**src/sv/oah_pkg.sv**
```systemverilog
package oah_pkg;

  localparam int TABLE_DEPTH = 16;
  localparam int KEY_BITS    = 31;

  localparam int SLOT_BITS = $clog2(TABLE_DEPTH);
  // active size runs 1..TABLE_DEPTH, so one bit more than a slot index
  localparam int SIZE_BITS = SLOT_BITS + 1;

  localparam int CFG_IDX_BITS  = 1;
  localparam int CFG_DATA_BITS = 5;

  // remainder is formed two key bits per step, MSB first
  localparam int DIV_STEPS = (KEY_BITS + 1) / 2;
  localparam int DIV_BITS  = 2 * DIV_STEPS;
  localparam int DIV_CNT_BITS = (DIV_STEPS > 1) ? $clog2(DIV_STEPS) : 1;

  typedef enum logic [CFG_IDX_BITS-1:0] {
    CFG_PROBE_MODE = 1'd0,
    CFG_TABLE_SIZE = 1'd1
  } cfg_idx_t;

  typedef enum logic [1:0] {
    ST_HOME   = 2'd0,
    ST_PROBED = 2'd1,
    ST_DROP   = 2'd2
  } status_t;

  typedef struct packed {
    logic    load;
    logic    div_step;
    logic    probe_init;
    logic    probe_step;
    logic    finish;
    status_t code;
  } oah_cmd_t;

  typedef struct packed {
    logic div_last;
    logic home_full;
    logic cand_full;
    logic probes_out;
  } oah_stat_t;

endpackage

```
**src/sv/oah_ctrl.sv**
```systemverilog
module oah_ctrl
  import oah_pkg::*;
(
  input  logic      clk,
  input  logic      rst_n,
  input  logic      start,
  input  oah_stat_t stat,
  output oah_cmd_t  cmd,
  output logic      busy
);

  typedef enum logic [1:0] {
    S_IDLE,
    S_DIV,
    S_HOME,
    S_PROBE
  } state_t;

  state_t state_r, state_nxt;
  logic   busy_r;

  always_comb begin
    state_nxt = state_r;
    cmd       = '0;
    cmd.code  = ST_DROP;
    case (state_r)
      S_IDLE: begin
        if (start) begin
          cmd.load  = 1'b1;
          state_nxt = S_DIV;
        end
      end
      S_DIV: begin
        cmd.div_step = 1'b1;
        if (stat.div_last) state_nxt = S_HOME;
      end
      S_HOME: begin
        if (!stat.home_full) begin
          cmd.finish = 1'b1;
          cmd.code   = ST_HOME;
          state_nxt  = S_IDLE;
        end else begin
          cmd.probe_init = 1'b1;
          state_nxt      = S_PROBE;
        end
      end
      S_PROBE: begin
        if (stat.probes_out) begin
          cmd.finish = 1'b1;
          cmd.code   = ST_DROP;
          state_nxt  = S_IDLE;
        end else if (!stat.cand_full) begin
          cmd.finish = 1'b1;
          cmd.code   = ST_PROBED;
          state_nxt  = S_IDLE;
        end else begin
          cmd.probe_step = 1'b1;
        end
      end
      default: begin
        state_nxt = S_IDLE;
      end
    endcase
  end

  always_ff @(posedge clk) begin
    if (!rst_n) begin
      state_r <= S_IDLE;
      busy_r  <= 1'b0;
    end else begin
      state_r <= state_nxt;
      busy_r  <= (state_nxt != S_IDLE);
    end
  end

  assign busy = busy_r;

endmodule

```
**src/sv/oah_dp.sv**
```systemverilog
module oah_dp
  import oah_pkg::*;
(
  input  logic                     clk,
  input  logic                     rst_n,
  input  logic                     cfg_we,
  input  logic [CFG_IDX_BITS-1:0]  cfg_index,
  input  logic [CFG_DATA_BITS-1:0] cfg_wdata,
  input  logic [KEY_BITS-1:0]      in_key,
  input  logic                     in_batch_end,
  input  oah_cmd_t                 cmd,
  output oah_stat_t                stat,
  output logic                     out_strobe,
  output logic [1:0]               out_status,
  output logic [SLOT_BITS-1:0]     out_slot,
  output logic                     out_batch_end_out
);

  // v < 2n in every use, so one conditional subtract reduces it mod n
  function automatic logic [SIZE_BITS-1:0] mod_sub(input logic [SIZE_BITS-1:0] v,
                                                   input logic [SIZE_BITS-1:0] n);
    mod_sub = (v >= n) ? (v - n) : v;
  endfunction

  logic                     mode_r;
  logic [CFG_DATA_BITS-1:0] tsize_r;

  logic [KEY_BITS-1:0]      key_r;
  logic                     be_r;
  logic [DIV_BITS-1:0]      div_sh_r;
  logic [DIV_CNT_BITS-1:0]  div_cnt_r;
  logic [SLOT_BITS-1:0]     rem_r;
  logic [SLOT_BITS-1:0]     idx_r;
  logic [SLOT_BITS-1:0]     inc_r;
  logic [SIZE_BITS-1:0]     j_r;
  logic [TABLE_DEPTH-1:0]   full_r;
  logic [KEY_BITS-1:0]      slot_keys_mem [TABLE_DEPTH];

  logic                     strobe_r;
  status_t                  status_r;
  logic [SLOT_BITS-1:0]     slot_r;
  logic                     be_out_r;

  logic [SIZE_BITS-1:0]     n_act;
  logic [SIZE_BITS-1:0]     r1, r2;
  logic [SIZE_BITS-1:0]     cand;
  logic [SIZE_BITS-1:0]     inc1, inc2, inc_init;
  logic [SLOT_BITS-1:0]     slot_sel;

  always_comb begin
    if (tsize_r == '0) begin
      n_act = SIZE_BITS'(1);
    end else if (SIZE_BITS'(tsize_r) > SIZE_BITS'(TABLE_DEPTH)) begin
      n_act = SIZE_BITS'(TABLE_DEPTH);
    end else begin
      n_act = SIZE_BITS'(tsize_r);
    end
  end

  // two restoring remainder steps per cycle
  assign r1 = mod_sub({rem_r, div_sh_r[DIV_BITS-1]}, n_act);
  assign r2 = mod_sub({r1[SLOT_BITS-1:0], div_sh_r[DIV_BITS-2]}, n_act);

  assign cand     = mod_sub({1'b0, idx_r} + {1'b0, inc_r}, n_act);
  assign inc1     = mod_sub({1'b0, inc_r} + SIZE_BITS'(1), n_act);
  assign inc2     = mod_sub(inc1 + SIZE_BITS'(1), n_act);
  assign inc_init = mod_sub(SIZE_BITS'(1), n_act);

  assign stat.div_last   = (div_cnt_r == DIV_CNT_BITS'(DIV_STEPS - 1));
  assign stat.home_full  = full_r[rem_r];
  assign stat.cand_full  = full_r[cand[SLOT_BITS-1:0]];
  assign stat.probes_out = (j_r >= n_act);

  always_comb begin
    case (cmd.code)
      ST_HOME:   slot_sel = rem_r;
      ST_PROBED: slot_sel = cand[SLOT_BITS-1:0];
      default:   slot_sel = '0;
    endcase
  end

  always_ff @(posedge clk) begin
    if (!rst_n) begin
      mode_r   <= 1'b0;
      tsize_r  <= CFG_DATA_BITS'(7);
      full_r   <= '0;
      strobe_r <= 1'b0;
    end else begin
      strobe_r <= cmd.finish;
      if (cfg_we) begin
        case (cfg_idx_t'(cfg_index))
          CFG_PROBE_MODE: mode_r  <= cfg_wdata[0];
          CFG_TABLE_SIZE: tsize_r <= cfg_wdata;
          default: ;
        endcase
      end
      if (cmd.finish && cmd.code != ST_DROP) full_r[slot_sel] <= 1'b1;
    end
  end

  always_ff @(posedge clk) begin
    if (cmd.load) begin
      key_r     <= in_key;
      be_r      <= in_batch_end;
      div_sh_r  <= DIV_BITS'(in_key);
      div_cnt_r <= '0;
      rem_r     <= '0;
    end else if (cmd.div_step) begin
      div_sh_r  <= div_sh_r << 2;
      div_cnt_r <= div_cnt_r + DIV_CNT_BITS'(1);
      rem_r     <= r2[SLOT_BITS-1:0];
    end
    if (cmd.probe_init) begin
      idx_r <= rem_r;
      inc_r <= inc_init[SLOT_BITS-1:0];
      j_r   <= SIZE_BITS'(1);
    end else if (cmd.probe_step) begin
      // quadratic mode: successive squares differ by 2j-1, kept mod n; linear mode keeps the step
      idx_r <= cand[SLOT_BITS-1:0];
      if (mode_r) inc_r <= inc2[SLOT_BITS-1:0];
      j_r   <= j_r + SIZE_BITS'(1);
    end
    if (cmd.finish) begin
      status_r <= cmd.code;
      slot_r   <= slot_sel;
      be_out_r <= be_r;
    end
  end

  always_ff @(posedge clk) begin
    if (cmd.finish && cmd.code != ST_DROP) slot_keys_mem[slot_sel] <= key_r;
  end

  assign out_strobe        = strobe_r;
  assign out_status        = status_r;
  assign out_slot          = slot_r;
  assign out_batch_end_out = be_out_r;

  a_no_overwrite: assert property (@(posedge clk) disable iff (!rst_n)
    cmd.finish && cmd.code != ST_DROP |-> !full_r[slot_sel])
    else $error("insert into occupied slot");

  a_slot_marked: assert property (@(posedge clk) disable iff (!rst_n)
    cmd.finish && cmd.code != ST_DROP |=> full_r[slot_r])
    else $error("written slot not marked full");

  a_strobe_pulse: assert property (@(posedge clk) disable iff (!rst_n)
    strobe_r |=> !strobe_r)
    else $error("result strobe longer than one beat");

  a_home_slot: assert property (@(posedge clk) disable iff (!rst_n)
    strobe_r && status_r == ST_HOME |-> slot_r == rem_r)
    else $error("home result slot differs from remainder");

  a_slot_range: assert property (@(posedge clk) disable iff (!rst_n)
    strobe_r |-> {1'b0, slot_r} < n_act)
    else $error("result slot outside active table");

endmodule

```
**src/sv/open_addressing_hash_insert_core.sv**
```systemverilog
// Open-addressing hash insert.
// Input: start with in_key / in_batch_end; a beat is taken on a rising edge
// with start high and busy low. busy stays high until the result is issued.
// Output: out_strobe is high for exactly one cycle with out_status (0 home,
// 1 placed after probing, 2 dropped), out_slot (0 when dropped) and
// out_batch_end_out. The receiver cannot stall; the result must be taken.
// Config: cfg_we writes cfg_wdata to register cfg_index (0 probe mode,
// 1 table size); write only while busy is low.
// Operation: the home slot (key mod size) comes from a two-bit-per-cycle
// remainder unit; the home slot is then checked and, if it is full, further
// slots are probed with the shared probe adder, up to size-1 probes.
// One key is in flight at a time; a new key can be taken on the edge that
// ends the strobe cycle.
// Reset: all slots empty, probe mode linear, table size 7.
module open_addressing_hash_insert_core
  import oah_pkg::*;
(
  input  logic                     clk,
  input  logic                     rst_n,
  input  logic                     start,
  output logic                     busy,
  input  logic [KEY_BITS-1:0]      in_key,
  input  logic                     in_batch_end,
  output logic                     out_strobe,
  output logic [1:0]               out_status,
  output logic [SLOT_BITS-1:0]     out_slot,
  output logic                     out_batch_end_out,
  input  logic                     cfg_we,
  input  logic [CFG_IDX_BITS-1:0]  cfg_index,
  input  logic [CFG_DATA_BITS-1:0] cfg_wdata
);

  oah_cmd_t  cmd;
  oah_stat_t stat;

  oah_ctrl u_ctrl (
    .clk   (clk),
    .rst_n (rst_n),
    .start (start),
    .stat  (stat),
    .cmd   (cmd),
    .busy  (busy)
  );

  oah_dp u_dp (
    .clk               (clk),
    .rst_n             (rst_n),
    .cfg_we            (cfg_we),
    .cfg_index         (cfg_index),
    .cfg_wdata         (cfg_wdata),
    .in_key            (in_key),
    .in_batch_end      (in_batch_end),
    .cmd               (cmd),
    .stat              (stat),
    .out_strobe        (out_strobe),
    .out_status        (out_status),
    .out_slot          (out_slot),
    .out_batch_end_out (out_batch_end_out)
  );

endmodule
```
**config.mk**
```make
export PLATFORM = sky130hd
export DESIGN_NAME = open_addressing_hash_insert_core
export DESIGN_NICKNAME = d
export VERILOG_FILES = /design/src/sv/oah_pkg.sv /design/src/sv/oah_ctrl.sv /design/src/sv/oah_dp.sv /design/src/sv/open_addressing_hash_insert_core.sv
export SDC_FILE = /design/constraint.sdc
export NUM_CORES = 1
export LEC_CHECK = 0
export BUFFER_PORTS_ARGS = -buffer_cell sky130_fd_sc_hd__buf_4
export CAP_MARGIN = 20
export CORE_MARGIN = 3
export CORE_UTILIZATION = 54
export DETAILED_ROUTE_END_ITERATION = 8
export PLACE_DENSITY = 0.79
export SKIP_CTS_REPAIR_TIMING = 1
export SKIP_LAST_GASP = 1
export SYNTH_ARGS = -nofsm -noshare
export SYNTH_HDL_FRONTEND = slang
export SYNTH_SLANG_ARGS = --single-unit
```
**constraint.sdc**
```tcl
create_clock -name clk -period 4.3 [get_ports clk]
set_clock_uncertainty 0.2 [all_clocks]
set_input_delay 1.29 -clock clk [delete_from_list [all_inputs] [get_ports clk]]
set_output_delay 1.29 -clock clk [all_outputs]
set_load 0.03 [all_outputs]
```
=== Yosys cells after proc, flatten, opt, wreduce, memory -nomap -nowiden ===
Index checks and enable logic that the tools add are counted.

* Register bits after elaboration: 87
* Latch bits: 0
* Bits in writable memories: 0
* Bits in read-only memories: 0
* Input bits: 42
* Output and inout port bits: 9
* Word-level logic and storage cells: 100
* Memories: 0

* $add $sub $neg: 11
* Multipliers: 0
* Divide/modulo/power cells: 0
* $lt $le $gt $ge: 12
* Eq/ne operators: 6
* Shift operators: 0
* Mux-type cells: 40
* Bitwise gates (word level): 2
* Reductions and logical operators: 12

{| class="wikitable"
|+ Operator list
! kind !! number
|-
| 2-to-1 mux 31 bit || 2
|-
| 2-to-1 mux 4 bit || 10
|-
| >= comparator 5 bit || 6
|-
| OR 16 bit || 1
|-
| subtractor 4 bit || 4
|-
| < comparator 4 x 5 -> 1 bit (second input constant) || 3
|-
| 2-to-1 mux 5 bit || 3
|-
| 2-to-1 mux 1 bit || 11
|-
| adder 5 x 1 -> 5 bit (second input constant) || 2
|-
| 2-to-1 mux 2 bit || 5
|-
| 2-to-1 mux 3 bit || 3
|-
| binary-select mux 1 bit (select 4 bit) || 2
|-
| case mux 2 bit (4 select lines) || 1
|-
| case mux 4 bit (2 select lines) || 1
|-
| nonzero test 2 bit || 4
|-
| case mux 3 bit (2 select lines) || 1
|-
| AND reduction 2 bit || 3
|-
| adder 4 x 1 -> 5 bit (second input constant) || 1
|-
| adder 4 x 4 -> 5 bit || 1
|-
| >= comparator 1 x 5 -> 1 bit (first input constant) || 1
|-
| greater-than comparator 5 bit (second input constant) || 1
|-
| logical NOT 5 bit || 1
|-
| subtractor 5 bit || 1
|-
| adder 4 x 1 -> 4 bit (second input constant) || 1
|-
| 10 further kinds || 14
|}

=== Longest topological paths before layout ===
Gate-level depths: netlist of the first run.

* Depth in word-level cells: 17
* Depth in mapped cells: 22
* Depth with buffers taken out: 21

=== Cells and area by module ===
A second synthesis of the first run with hierarchy kept.

* Cell total of the unflattened synthesis: 499
* Area total of the unflattened synthesis: 5426.5 µm²

{| class="wikitable"
|+ By module, submodules not included
! module !! instances !! cells each !! area each (µm²) !! sequential area each (µm²)
|-
| oah_dp || 1 || 477 || 5240.0 || 2152.1
|-
| oah_ctrl || 1 || 22 || 186.4 || 60.1
|}

=== Least setup slack after synthesis of the first run ===
No wires, ideal clock.

* Kind: reg-to-reg
* Start: register u_dp.tsize_r[1]
* End: register u_dp.inc_r[0], data pin
* Library setup time: 0.270 ns
* Data arrival time: 4.012 ns
* Required time: 3.830 ns
* Path slack: -0.182 ns
* Stages on the path, launching flop included: 22
* Path buffers: 2
* Period minus slack after synthesis: 4.482 ns
* Cells stage by stage: dfxtp_1 > nor3_1 > nor2_1 > nor2_1 > ha_1 > nand2b_1 > a21o_1 > a21o_1 > a21o_1 > a21o_1 > clkbuf_1 > mux2i_1 > ha_1 > ha_1 > a21o_1 > a21oi_1 > a21boi_0 > o21ai_0 > nand2b_1 > buf_1 > mux2_2 > a21oi_1

* Longest elaborated chain between the ends: 11
* Elaborated cells on any way between the ends: 17
* Those cells by class: add/sub: 4; order compare: 4; mux: 8; reduce/logical: 1

{| class="wikitable"
|+ RTL lines
! what !! RTL line !! text
|-
| from (decl) || oah_dp.sv:26 || <nowiki>logic [CFG_DATA_BITS-1:0] tsize_r;</nowiki>
|-
| from (signal assigned) || oah_dp.sv:93 || <nowiki>CFG_TABLE_SIZE: tsize_r <= cfg_wdata;</nowiki>
|-
| greater-than comparator 5 bit || oah_dp.sv:53 || <nowiki>end else if (SIZE_BITS'(tsize_r) > SIZE_BITS'(TABLE_DEPTH)) begin</nowiki>
|-
| 2-to-1 mux 5 bit || oah_dp.sv:53 ||
|-
| 2-to-1 mux 5 bit * || oah_dp.sv:51 || <nowiki>if (tsize_r == '0) begin</nowiki>
|-
| subtractor 5 bit or >= comparator 5 bit (tied branches) || oah_dp.sv:22 || <nowiki>mod_sub = (v >= n) ? (v - n) : v;</nowiki>
|-
| 2-to-1 mux 5 bit || oah_dp.sv:22 ||
|-
| adder 5 x 1 -> 5 bit || oah_dp.sv:66 || <nowiki>assign inc2 = mod_sub(inc1 + SIZE_BITS'(1), n_act);</nowiki>
|-
| subtractor 4 bit or >= comparator 5 bit (tied branches) || oah_dp.sv:22 ||
|-
| 2-to-1 mux 4 bit || oah_dp.sv:22 ||
|-
| 2-to-1 mux 4 bit || oah_dp.sv:120 || <nowiki>if (mode_r) inc_r <= inc2[SLOT_BITS-1:0];</nowiki>
|-
| 2-to-1 mux 4 bit || oah_dp.sv:117 || <nowiki>end else if (cmd.probe_step) begin</nowiki>
|-
| 2-to-1 mux 4 bit * || oah_dp.sv:113 || <nowiki>if (cmd.probe_init) begin</nowiki>
|-
| to (signal assigned) || oah_dp.sv:115 || <nowiki>inc_r <= inc_init[SLOT_BITS-1:0];</nowiki>
|-
| to (signal assigned) || oah_dp.sv:120 ||
|-
| to (decl) || oah_dp.sv:34 || <nowiki>logic [SLOT_BITS-1:0] inc_r;</nowiki>
|}

Every way passes the cells marked *; elsewhere a longest branch is shown, timed or not. The select of a mux whose other input is x is not followed.
A chain may end at the register's enable or synchronous reset.

=== Worst setup path after layout of the first run ===
* Start: register u_dp.inc_r[0]
* End: register u_dp.full_r[8]

* Longest elaborated chain between the ends: 15
* Elaborated cells on any way between the ends: 20
* Those cells by class: add/sub: 2; order compare: 3; eq/ne: 2; mux: 9; bitwise: 1; reduce/logical: 3

{| class="wikitable"
|+ RTL lines
! what !! RTL line !! text
|-
| adder 4 x 4 -> 5 bit * || oah_dp.sv:64 || <nowiki>assign cand = mod_sub({1'b0, idx_r} + {1'b0, inc_r}, n_act);</nowiki>
|-
| subtractor 4 bit or >= comparator 5 bit (tied branches) || oah_dp.sv:22 ||
|-
| 2-to-1 mux 4 bit * || oah_dp.sv:22 ||
|-
| binary-select mux 1 bit (select 4 bit) || oah_dp.sv:71 || <nowiki>assign stat.cand_full = full_r[cand[SLOT_BITS-1:0]];</nowiki>
|-
| 2-to-1 mux 1 bit (not written as such) || oah_dp.sv:71 ||
|-
| 2-to-1 mux 3 bit || oah_ctrl.sv:52 || <nowiki>end else if (!stat.cand_full) begin</nowiki>
|-
| 2-to-1 mux 3 bit || oah_ctrl.sv:48 || <nowiki>if (stat.probes_out) begin</nowiki>
|-
| case mux 3 bit (2 select lines) || oah_ctrl.sv:26 || <nowiki>case (state_r)</nowiki>
|-
| equality test 2 x 1 -> 1 bit or logical NOT 2 bit (tied branches) || oah_dp.sv:75 || <nowiki>case (cmd.code)</nowiki>
|-
| case mux 4 bit (2 select lines) * || oah_dp.sv:75 ||
|-
| via u_dp.slot_sel[2] || oah_dp.sv:48 || <nowiki>logic [SLOT_BITS-1:0] slot_sel;</nowiki>
|-
| < comparator 4 x 5 -> 1 bit (not written as such) or >= comparator 4 x 1 -> 1 bit (tied branches) || oah_dp.sv:97 || <nowiki>if (cmd.finish && cmd.code != ST_DROP) full_r[slot_sel] <= 1'b1;</nowiki>
|-
| logical AND 1 bit (not written as such) || oah_dp.sv:97 ||
|-
| 2-to-1 mux 1 bit (not written as such) || oah_dp.sv:97 ||
|-
| demux 1 bit (select 4 bit) * || n/a ||
|-
| OR 16 bit (no line) * || n/a ||
|-
| to (signal assigned) || oah_dp.sv:86 || <nowiki>full_r <= '0;</nowiki>
|-
| to (signal, indexed assignment) || oah_dp.sv:97 ||
|-
| to (decl) || oah_dp.sv:36 || <nowiki>logic [TABLE_DEPTH-1:0] full_r;</nowiki>
|}

Mark *: on every way through the listed nets, which the timed path passes. The rest lies on a longest branch. The select of a mux whose other input is x is not followed.

==> results of run 1 <==
[worst max path at each step]
| stage | startpoint | end | slack (ps) | depth (start not counted) |
|---|---|---|---|---|
| finish | u_dp.inc_r[0] | u_dp.full_r[8] | -60 | 14 |
| global route | u_dp.inc_r[0] | u_dp.full_r[1] | -160 | 14 |
| CTS | u_dp.tsize_r[1] | u_dp.inc_r[3] | -160 | 18 |
| detailed placement | u_dp.tsize_r[1] | u_dp.inc_r[3] | -140 | 18 |
| global placement | u_dp.inc_r[0] | u_ctrl.busy | 40 | 14 |
| floorplan | u_dp.tsize_r[1] | u_dp.inc_r[0] | 20 | 21 |
[critical path: stages (launching register included)]
cell,delay (ps)
edfxtp_1,520
ha_4,220
fa_2,630
inv_2,60
fa_1,540
buf_4,160
a22oi_2,210
o211ai_4,130
buf_12,160
mux2i_1,150
nor2b_1,150
a211o_1,300
a32o_2,310
or3b_4,410
o21ai_2,140
[cells by family after synthesis]
| kind of cell | after synthesis | share of synthesized area [%] |
|---|---|---|
| simple gates | 146 | 13.7 |
| fa+ha+maj | 45 | 11.1 |
| compound gates | 117 | 15.1 |
| buf+inv | 42 | 3.63 |
| mux | 58 | 12.8 |
| xor+xnor | 21 | 3.35 |
| flops | 87 | 40.3 |
[final cells by class]
cell class / instances / area (um^2) / area share (%)
Timing Repair Buffer: 87 / 669 / 10.1
Clock buffer: 10 / 128 / 1.92
Multi-Input combinational cell: 387 / 3310 / 49.9
Inverter: 21 / 78.8 / 1.19
Tap cell: 133 / 166 / 2.51
Sequential cell: 87 / 2220 / 33.4
Clock inverter: 6 / 68.8 / 1.04
[sequential cells by signal, indices dropped and copies added (netlist names), 2 cells and up]
name / cells
u_dp.idx_r: 4
u_dp.out_status: 2
u_dp.out_slot: 4
u_dp.div_sh_r: 32
u_dp.inc_r: 4
u_ctrl.state_r: 2
u_dp.div_cnt_r: 4
u_dp.tsize_r: 5
u_dp.j_r: 5
u_dp.rem_r: 4
u_dp.full_r: 16
[metrics by stage]
step,setup WS [ps],cells,hold slack [ps],TNS [ps]
final,-61.4,731,233,-197
after global routing,-160,731,244,-3620
after CTS,-161,715,232,-522
after detailed placement,-136,699,210,-353
after global placement,42.2,699,206,0
after floorplan,17.1,516,200,0
[cell usage in the layout (no fill, tap or decap), drive strengths merged, types with 4 or more instances in the layout]
cell type	count
a21o	19
a21oi	20
and2	6
and3	4
buf	87
clkbuf	10
clkinv	4
dfxtp	40
edfxtp	47
fa	6
ha	39
inv	22
mux2	34
mux2i	19
mux4	5
nand2	53
nand2b	11
nand3	24
nor2	17
nor2b	8
nor3	5
nor3b	5
o211ai	7
o21ai	39
xnor2	14
xor2	7
[power groups by stage]
stage               combinational, mW  clock (mW)  sequential (mW)
finish                          0.875       0.565            0.993
global route                    0.970       0.611             1.00
CTS                             0.821       0.580            0.993
detailed placement              0.815           0             1.01
global placement                0.777           0             1.01
floorplan                       0.614           0             1.01
[layer usage]
layer	up-vias	share of wire, %	track usage, %
li1	2054	-	-
met1	2012	43	28.0
met2	113	49	36.0
met3	25	5.6	5.00
met4	0	2.4	9.95
met5	-	0	0
==> qor.csv, run 1 <==
metric,value,unit
maxcap violations,0,
post-synthesis cell type count,74,
CTS Buf Count,9,
H-tree Lvls,3,
crit path max fanout,7,
pin count of the biggest net entering global routing,42,
Die ar.,11400,um^2
share of layout cells above drive strength 1,32.4,%
"Top FF cell, synth",edfxtp_1,
CP Launch Type,register,
Internal,1.65,mW
Yosys reg bits,87,
Gate power share,35.9,%
worst skew pair latency,360,ps
Worst R2R Path Depth,14,
WP data arrival,4450,ps
top cell type by total area after synthesis,edfxtp_1,
Worst R2R Start,u_dp.inc_r[0],
Power Dens Cells,367,nW/um^2
die height,107,um
failing checks,negative setup slack,
final core occ,67.6,%
GRT Util Overall,22.0,%
Avg Vias per Cell,5.75,
Max-slew headroom,56.2,%
Post-DP HPWL,8.91,mm
DR WL/cell,16.9,um
Std-Cell Rows,36,
min-delay src,u_dp.be_r,
Syn Inst Count,516,
Residual DRC,0,
vias post-DR,4204,
I/O pins,51,
P&R area growth vs syn,21.0,%
P_sw,784,uW
Setup Viol. Count Final,6,
port buffer count,50,
Final Cell Area,6640,um^2
fin crit share,101,%
most frequent cell after synthesis,nand2_1,
RSZ-0062 raised after global routing,true,
antenna violations before repair,0,
min-delay worst type,reg2reg,
placed cell area,6120,um^2
Detailed Route Iter0 Violations,274,
Worst R2R End,u_dp.full_r[8],
Worst EP required,4390,ps
overall power,2.43,mW
Reg2Reg Setup Slack,-60,ps
maximum vdd drop,0.000255,V
TritonRoute pass-1 iters,5,
PnR worst setup slack,-61.4,ps
first-pass GRT wire length,20.0,mm
slew at the pin closest to its max-slew limit,656,ps
"EDFF count, synth",47,
GP Congestion,0.920,
CP Capture Type,register,
Antenna Nets Post-Route,0,
Sw Ratio,32.2,%
Final nets,680,
crit path kind,reg2reg,
post-synth top area share,25.7,%
Hold Crit Depth,0,
clock sink count,87,
Initial Utilization,55.9,%
worst hold endpoint,u_dp.out_batch_end_out,
"Seq/Total Area, Yosys",40.3,%
Clock power frac,23.2,%
leakage dissipation,2.79,nW
Avg Inst Size Synth,10.6,um^2
status,finished with violations,
clock-pin slew on the worst setup and hold paths,90,ps
Synth Cell Area,5490,um^2
count of final hold-check violations,0,
CTS tree,done,
Synth area leaders,"edfxtp_1, dfxtp_1, ha_1, mux2_2, nand2_1",
CORE AREA,9820,um^2
Congestion Overflow GR,0,
Post-Route WL,12.4,mm
YS warnings,0,
CTS root buffer,clkbuf_8,
Reg power frac,40.8,%
ANT cells,0,
fmax,229,MHz
filler instances,752,
Final Critical Period,4360,ps
Max Root-Sink Buffers,2,
Max Slew Vio Count,0,
die width,107,um
Post-Syn Nets,603,
synth cell count leaders,"nand2_1, edfxtp_1, dfxtp_1, ha_1, mux2_2",
ys async rst share,0,%
vias in the first global route,4295,
No activity file was read; power rests on OpenSTA's default activity.
==> run 2: changes to the inputs <==
Settings changed: ABC_AREA from default to 1, PLACE_DENSITY 0.79 to 0.8.
==> qor.csv, run 2 <==
metric,value,unit,change
area share of fa/ha/maj cells after synthesis,11.4,%,+0.35 points
DR WL/cell,15.1,um,-11%
Congestion Overflow GR,0,,unchanged
"commonest non-fill, non-tap cell in the layout",nand2_1,,
CTS tree,done,,
die width,105,um,-1.4%
pin count of the biggest net entering global routing,34,,-19%
Crit-path slowest cell,edfxtp_1,,
Avg Vias per Cell,5.49,,-4.5%
Crit path max-delay family,compound AO/OA/AOI/OAI gates,,
Max-slew headroom,62.6,%,+6.5 points
Worst R2R End,u_dp.inc_r[0],,
most frequent cell after synthesis,nand2_1,,
Setup Viol. Count Final,4,,-2
TritonRoute pass-1 iters,5,,unchanged
maxcap violations,0,,unchanged
Avg Inst Size Synth,8.28,um^2,-22%
Hold Crit Depth,0,,unchanged
ANT cells,0,,unchanged
GP Congestion,0.857,,-6.8%
leakage dissipation,2.87,nW,+2.8%
Post-DP HPWL,9.45,mm,+6.0%
Buf/Inv on CP,2,,-1
Post-Route WL,12.9,mm,+4.2%
share of layout cells above drive strength 1,23.3,%,-9.2 points
Reg with most FFs,u_dp.div_sh_r,,
Top Registers,"u_dp.div_sh_r x32, u_dp.full_r x16",,
clock-pin slew on the worst setup and hold paths,90,ps,about the same
Reg2Reg Setup Slack,-190,ps,-130 ps
placed cell area,5980,um^2,-2.3%
Worst R2R Path Depth,21,,+7
RSZ-0062 raised after global routing,true,,
failing checks,negative setup slack,,
H-tree Lvls,3,,unchanged
first-pass GRT wire length,20.4,mm,+2.4%
Die ar.,11100,um^2,-2.9%
post-synth top area share,26.5,%,+0.80 points
largest family of logic cells by synthesized area,simple AND/OR/NAND/NOR gates,,
Synth Cell Area,5320,um^2,-3.0%
port buffer count,50,,unchanged
post-synthesis cell type count,49,,-34%
count of final hold-check violations,0,,unchanged
PnR worst setup slack,-193,ps,-131 ps
fmax,223,MHz,-2.9%
Worst EP required,4200,ps,-190 ps
crit path cell chain,ha_2 -> xor2_2 -> ha_1 -> nand2_1 -> nand2_2 -> a221oi_2 -> nand3_2 -> mux2i_2 -> ha_2 -> xor2_1 -> inv_2 -> ha_4 -> nand2_4 -> nor2_2 -> a211oi_2 -> o21ai_1 -> a21o_1 -> a21oi_2 -> inv_2 -> a211oi_2 -> a21oi_1,,
most frequent cells in the layout,"nand2_1, buf_4, inv_1",,
YS warnings,0,,unchanged
Antenna Nets Post-Route,0,,unchanged
synth cell count leaders,"nand2_1, inv_1, a21oi_1, edfxtp_1, nand3_1",,
multiplexer share of the synthesized area,0.188,%,-13 points
CTS Buf Count,9,,unchanged
WP data arrival,4390,ps,-60 ps
Residual DRC,0,,unchanged
worst hold slack,240,ps,+6.75 ps
die height,105,um,-1.4%
worst skew pair latency,360,ps,about the same
antenna violations before repair,0,,unchanged
CP Capture Type,register,,
top cell type by total area after synthesis,edfxtp_1,,
vias in the first global route,4551,,+6.0%
Worst R2R Start,u_dp.inc_r[1],,
CP Launch Type,register,,
Compound-Gate Fraction of Synth Area,12.6,%,-2.5 points
Yosys reg bits,87,,unchanged
Synth area leaders,"edfxtp_1, dfxtp_1, nand2_1, ha_1, inv_1",,
clock sink count,87,,unchanged
CORE AREA,9420,um^2,-4.1%
Max Root-Sink Buffers,2,,unchanged
fin crit share,104,%,+3.0 points
P&R area growth vs syn,20.4,%,
Syn Inst Count,643,,+25%
"Seq/Total Area, Yosys",41.6,%,+1.3 points
maximum vdd drop,0.000275,V,+7.7%
worst hold endpoint,u_dp.out_batch_end_out,,
Std-Cell Rows,35,,-2.8%
crit path kind,reg2reg,,
Max Slew Vio Count,0,,unchanged
Final Cell Area,6410,um^2,-3.5%
CTS root buffer,clkbuf_8,,
xor/xnor share of the synthesized area,2.80,%,-0.55 points
simple-gate share of the synthesized area,24.5,%,+11 points
Post-Syn Nets,730,,+21%
vias post-DR,4694,,+12%
slew at the pin closest to its max-slew limit,557,ps,-99.2 ps
CP peak stage delay,440,ps,-190 ps
Largest register FFs,32,,unchanged
status,finished with violations,,
Initial Utilization,56.5,%,+0.63 points
min-delay worst type,reg2reg,,
I/O pins,51,,unchanged
min-delay src,u_dp.be_r,,
crit path max fanout,6,,-1
Detailed Route Iter0 Violations,319,,+16%
ys async rst share,0,%,unchanged
Final nets,808,,+19%
Final Critical Period,4490,ps,+131 ps
GRT Util Overall,22.5,%,+0.43 points
"EDFF count, synth",47,,unchanged
"Top FF cell, synth",edfxtp_1,,
Power Dens Cells,394,nW/um^2,+7.4%
run 2: cell count changes after synthesis, sizes merged, moves of 25 or more:
cell | before | now
a21oi | 20 | 53
nor2 | 17 | 47
inv | 21 | 77
nand3 | 24 | 49
nand2 | 53 | 179
mux2 | 34 | 0
run 2: power breakdown:
group | switching [mW] | leakage (nW) | internal (mW)
logic | 0.556 | 1.98 | 0.373
registers | 0.0538 | 0.793 | 0.963
clock network | 0.305 | 0.0949 | 0.272
total | 0.915 | 2.87 | 1.61
run 2: worst max path at each step:
stage	from	to	slack, ps	depth (start not counted)
2_1_floorplan	u_dp.tsize_r[0]	u_dp.inc_r[0]	0.06	23
3_3_place_gp	u_dp.inc_r[0]	u_dp.inc_r[0]	50	22
3_5_place_dp	u_dp.inc_r[0]	u_dp.inc_r[0]	-210	22
4_1_cts	u_dp.inc_r[1]	u_dp.inc_r[0]	-230	22
5_1_grt	u_dp.inc_r[1]	u_dp.inc_r[0]	-360	21
6_report	u_dp.inc_r[1]	u_dp.inc_r[0]	-190	21
run 2: routing by layer:
layer  routed length, um  GRT usage, %  part of all wire (%)  vias up
li1                    -             -                     -     2290
met1                5330          27.3                    41     2165
met2                6450          38.5                    50      199
met3                 727          4.90                   5.6       40
met4                 366          9.28                   2.8        0
met5                   0             0                     0        -
run 2: metrics by stage:
step | worst slack [ps] | setup TNS, ps | util (%) | instances | total power, mW
floorplan | 0.0564 | 0 | - | 643 | 1.62
global placement | 54.0 | 0 | 63.5 | 827 | 1.79
detailed placement | -209 | -682 | 63.5 | 827 | 1.84
CTS | -229 | -754 | 65.6 | 843 | 2.42
global route | -358 | -1210 | 68.1 | 855 | 2.66
finish | -193 | -470 | 68.1 | 855 | 2.52
run 2: area by class of cell:
class                           instances  area (um^2)
Fill cell                             743         3010
Multi-Input combinational cell        465         2940
Sequential cell                        87         2210
Timing Repair Buffer                   77          578
Inverter                               81          324
Tap cell                              129          161
Clock buffer                           10          128
Clock inverter                          6         67.6
run 2: cell families (layout without fill, tap and decap cells):
| family | after synthesis | after routing |
|---|---|---|
| simple gates | 285 | 286 |
| compound gates | 116 | 116 |
| buf+inv | 92 | 174 |
| flops | 87 | 87 |
| fa+ha+maj | 45 | 45 |
| xor+xnor | 17 | 17 |
| mux | 1 | 1 |
==> run 3: changes to the inputs <==
Settings changed: CELL_PAD_IN_SITES_DETAIL_PLACEMENT from default to 1, CELL_PAD_IN_SITES_GLOBAL_PLACEMENT from default to 1, CORE_UTILIZATION 54 to 41.
==> qor.csv, run 3 (synthesis gave the netlist of run 2 again) <==
metric,value,unit,change
Initial Utilization,43.0,%,-13 points
die width,120,um,+14%
die height,120,um,+14%
wire length on met2,7.61,mm,+18%
GRT Util Overall,20.8,%,-1.7 points
Residual DRC,0,,unchanged
vias in the first global route,5042,,+11%
Worst EP required,4180,ps,-20 ps
leakage dissipation,2.96,nW,+2.9%
Avg Vias per Cell,5.24,,-4.5%
Worst R2R End,u_dp.inc_r[0],,
worst hold endpoint,u_dp.out_batch_end_out,,
first-pass GRT wire length,24.1,mm,+18%
"commonest non-fill, non-tap cell in the layout",nand2_1,,
Clock power frac,29.8,%,+6.9 points
M1 WL,6.38,mm,+20%
RSZ-0062 raised after global routing,true,,
Hold Crit Depth,0,,unchanged
CTS Buf Count,9,,unchanged
Die ar.,14400,um^2,+30%
fmax,224,MHz,+0.51%
maximum vdd drop,0.000235,V,-15%
crit path max fanout,6,,unchanged
share of layout cells above drive strength 1,24.9,%,+1.6 points
Sw Ratio,34.4,%,-1.8 points
Worst R2R Start,u_dp.inc_r[1],,
crit path kind,reg2reg,,
Max-slew headroom,39.6,%,-23 points
Max Root-Sink Buffers,2,,unchanged
Final nets,809,,+0.12%
CTS root buffer,clkbuf_16,,
Setup Viol. Count Final,4,,unchanged
I/O pins,51,,unchanged
DR WL/cell,16.5,um,+9.7%
min-delay worst type,reg2reg,,
Post-Route WL,14.8,mm,+15%
antenna violations before repair,0,,unchanged
slew at the pin closest to its max-slew limit,900,ps,+343 ps
CP Capture Type,register,,
Internal,1.88,mW,+17%
ANT cells,0,,unchanged
CTS tree,done,,
status,finished with violations,,
highest metal used,met4,,
maxcap violations,0,,unchanged
P&R area growth vs syn,24.7,%,
clock-pin slew on the worst setup and hold paths,70,ps,-20 ps
fin crit share,104,%,-0.53 points
Reg2Reg Setup Slack,-170,ps,+20 ps
Final Critical Period,4470,ps,-22.8 ps
Reg with most FFs,u_dp.div_sh_r,,
failing checks,negative setup slack,,
Top Registers,"u_dp.div_sh_r x32, u_dp.full_r x16",,
Worst R2R Path Depth,21,,unchanged
Power Dens Cells,431,nW/um^2,+9.5%
overall power,2.86,mW,+13%
Congestion Overflow GR,0,,unchanged
routed wl met3,453,um,-38%
GP Congestion,0.895,,+4.3%
Reg power frac,35.4,%,-4.9 points
CORE AREA,12400,um^2,+31%
CP Launch Type,register,,
port buffer count,50,,unchanged
vias post-DR,4691,,-0.064%
Max Slew Vio Count,0,,unchanged
Largest register FFs,32,,unchanged
pre-CTS setup slack,-235,ps,-25.3 ps
TritonRoute pass-1 iters,4,,-1
H-tree Lvls,3,,unchanged
count of final hold-check violations,0,,unchanged
pin count of the biggest net entering global routing,35,,+2.9%
Std-Cell Rows,40,,+14%
PnR worst setup slack,-170,ps,+22.8 ps
Post-DP HPWL,11.0,mm,+16%
clock sink count,87,,unchanged
Antenna Nets Post-Route,0,,unchanged
Detailed Route Iter0 Violations,250,,-22%
worst skew pair latency,340,ps,-20 ps
P_sw,985,uW,+7.7%
WP data arrival,4350,ps,-40 ps
most frequent cells in the layout,"nand2_1, buf_4, inv_1",,
Gate power share,34.9,%,-1.9 points
min-delay src,u_dp.be_r,,
[run 3: cell type report]
type / instances / area [um^2]
Clock inverter: 3 / 47.5
Multi-Input combinational cell: 464 / 2960
Tap cell: 168 / 210
Timing Repair Buffer: 79 / 597
Inverter: 81 / 324
Clock buffer: 13 / 282
Sequential cell: 87 / 2210
Fill cell: 1476 / 5730
[run 3: stage by stage]
| stage | cell area, um^2 | cells | setup TNS, ps | util [%] | hold slack, ps |
|---|---|---|---|---|---|
| after floorplan | 5370 | 643 | 0 | - | 200 |
| after global placement | 6040 | 868 | 0 | 48.9 | 202 |
| after global routing | 6640 | 895 | -1510 | 53.7 | 257 |
| final | 6640 | 895 | -464 | 53.7 | 250 |
| after CTS | 6370 | 884 | -1400 | 51.5 | 249 |
| after detailed placement | 6040 | 868 | -904 | 48.9 | 229 |
[run 3: power groups by stage]
stage | clock (mW) | sequential (mW) | combinational (mW)
global placement | 0 | 1.02 | 0.787
finish | 0.852 | 1.01 | 0.997
global route | 0.896 | 1.02 | 1.11
floorplan | 0 | 1.01 | 0.611
detailed placement | 0 | 1.03 | 0.841
CTS | 0.861 | 1.01 | 0.875
[run 3: routing by layer]
metal | vias to the layer above | global-route usage, %
met5 | - | 0
met4 | 0 | 7.59
met3 | 30 | 3.30
met2 | 80 | 37.0
met1 | 2285 | 25.1
li1 | 2296 | -
[run 3: worst max path at each step]
stage                    start  cells past startpoint       endpoint
2_1_floorplan  u_dp.tsize_r[0]                     23  u_dp.inc_r[0]
3_3_place_gp     u_dp.inc_r[1]                     22  u_dp.inc_r[0]
3_5_place_dp     u_dp.inc_r[1]                     22  u_dp.inc_r[0]
4_1_cts          u_dp.inc_r[1]                     22  u_dp.inc_r[0]
5_1_grt          u_dp.inc_r[1]                     22  u_dp.inc_r[0]
6_report         u_dp.inc_r[1]                     21  u_dp.inc_r[0]
[run 3: worst max-delay path: stages (launching register included)]
cell and delay, ps:
edfxtp_1 470, ha_4 210, xor2_2 170, ha_1 310
nand2_1 90, nand2_2 60, a221oi_2 270, nand3_2 220
mux2i_2 280, ha_2 260, xor2_2 150, inv_2 70
ha_4 260, nand2_4 70, nor2_2 40, a211oi_2 240
o21ai_1 110, a21o_1 180, a21oi_2 180, inv_2 100
a211oi_2 180, a21oi_1 60
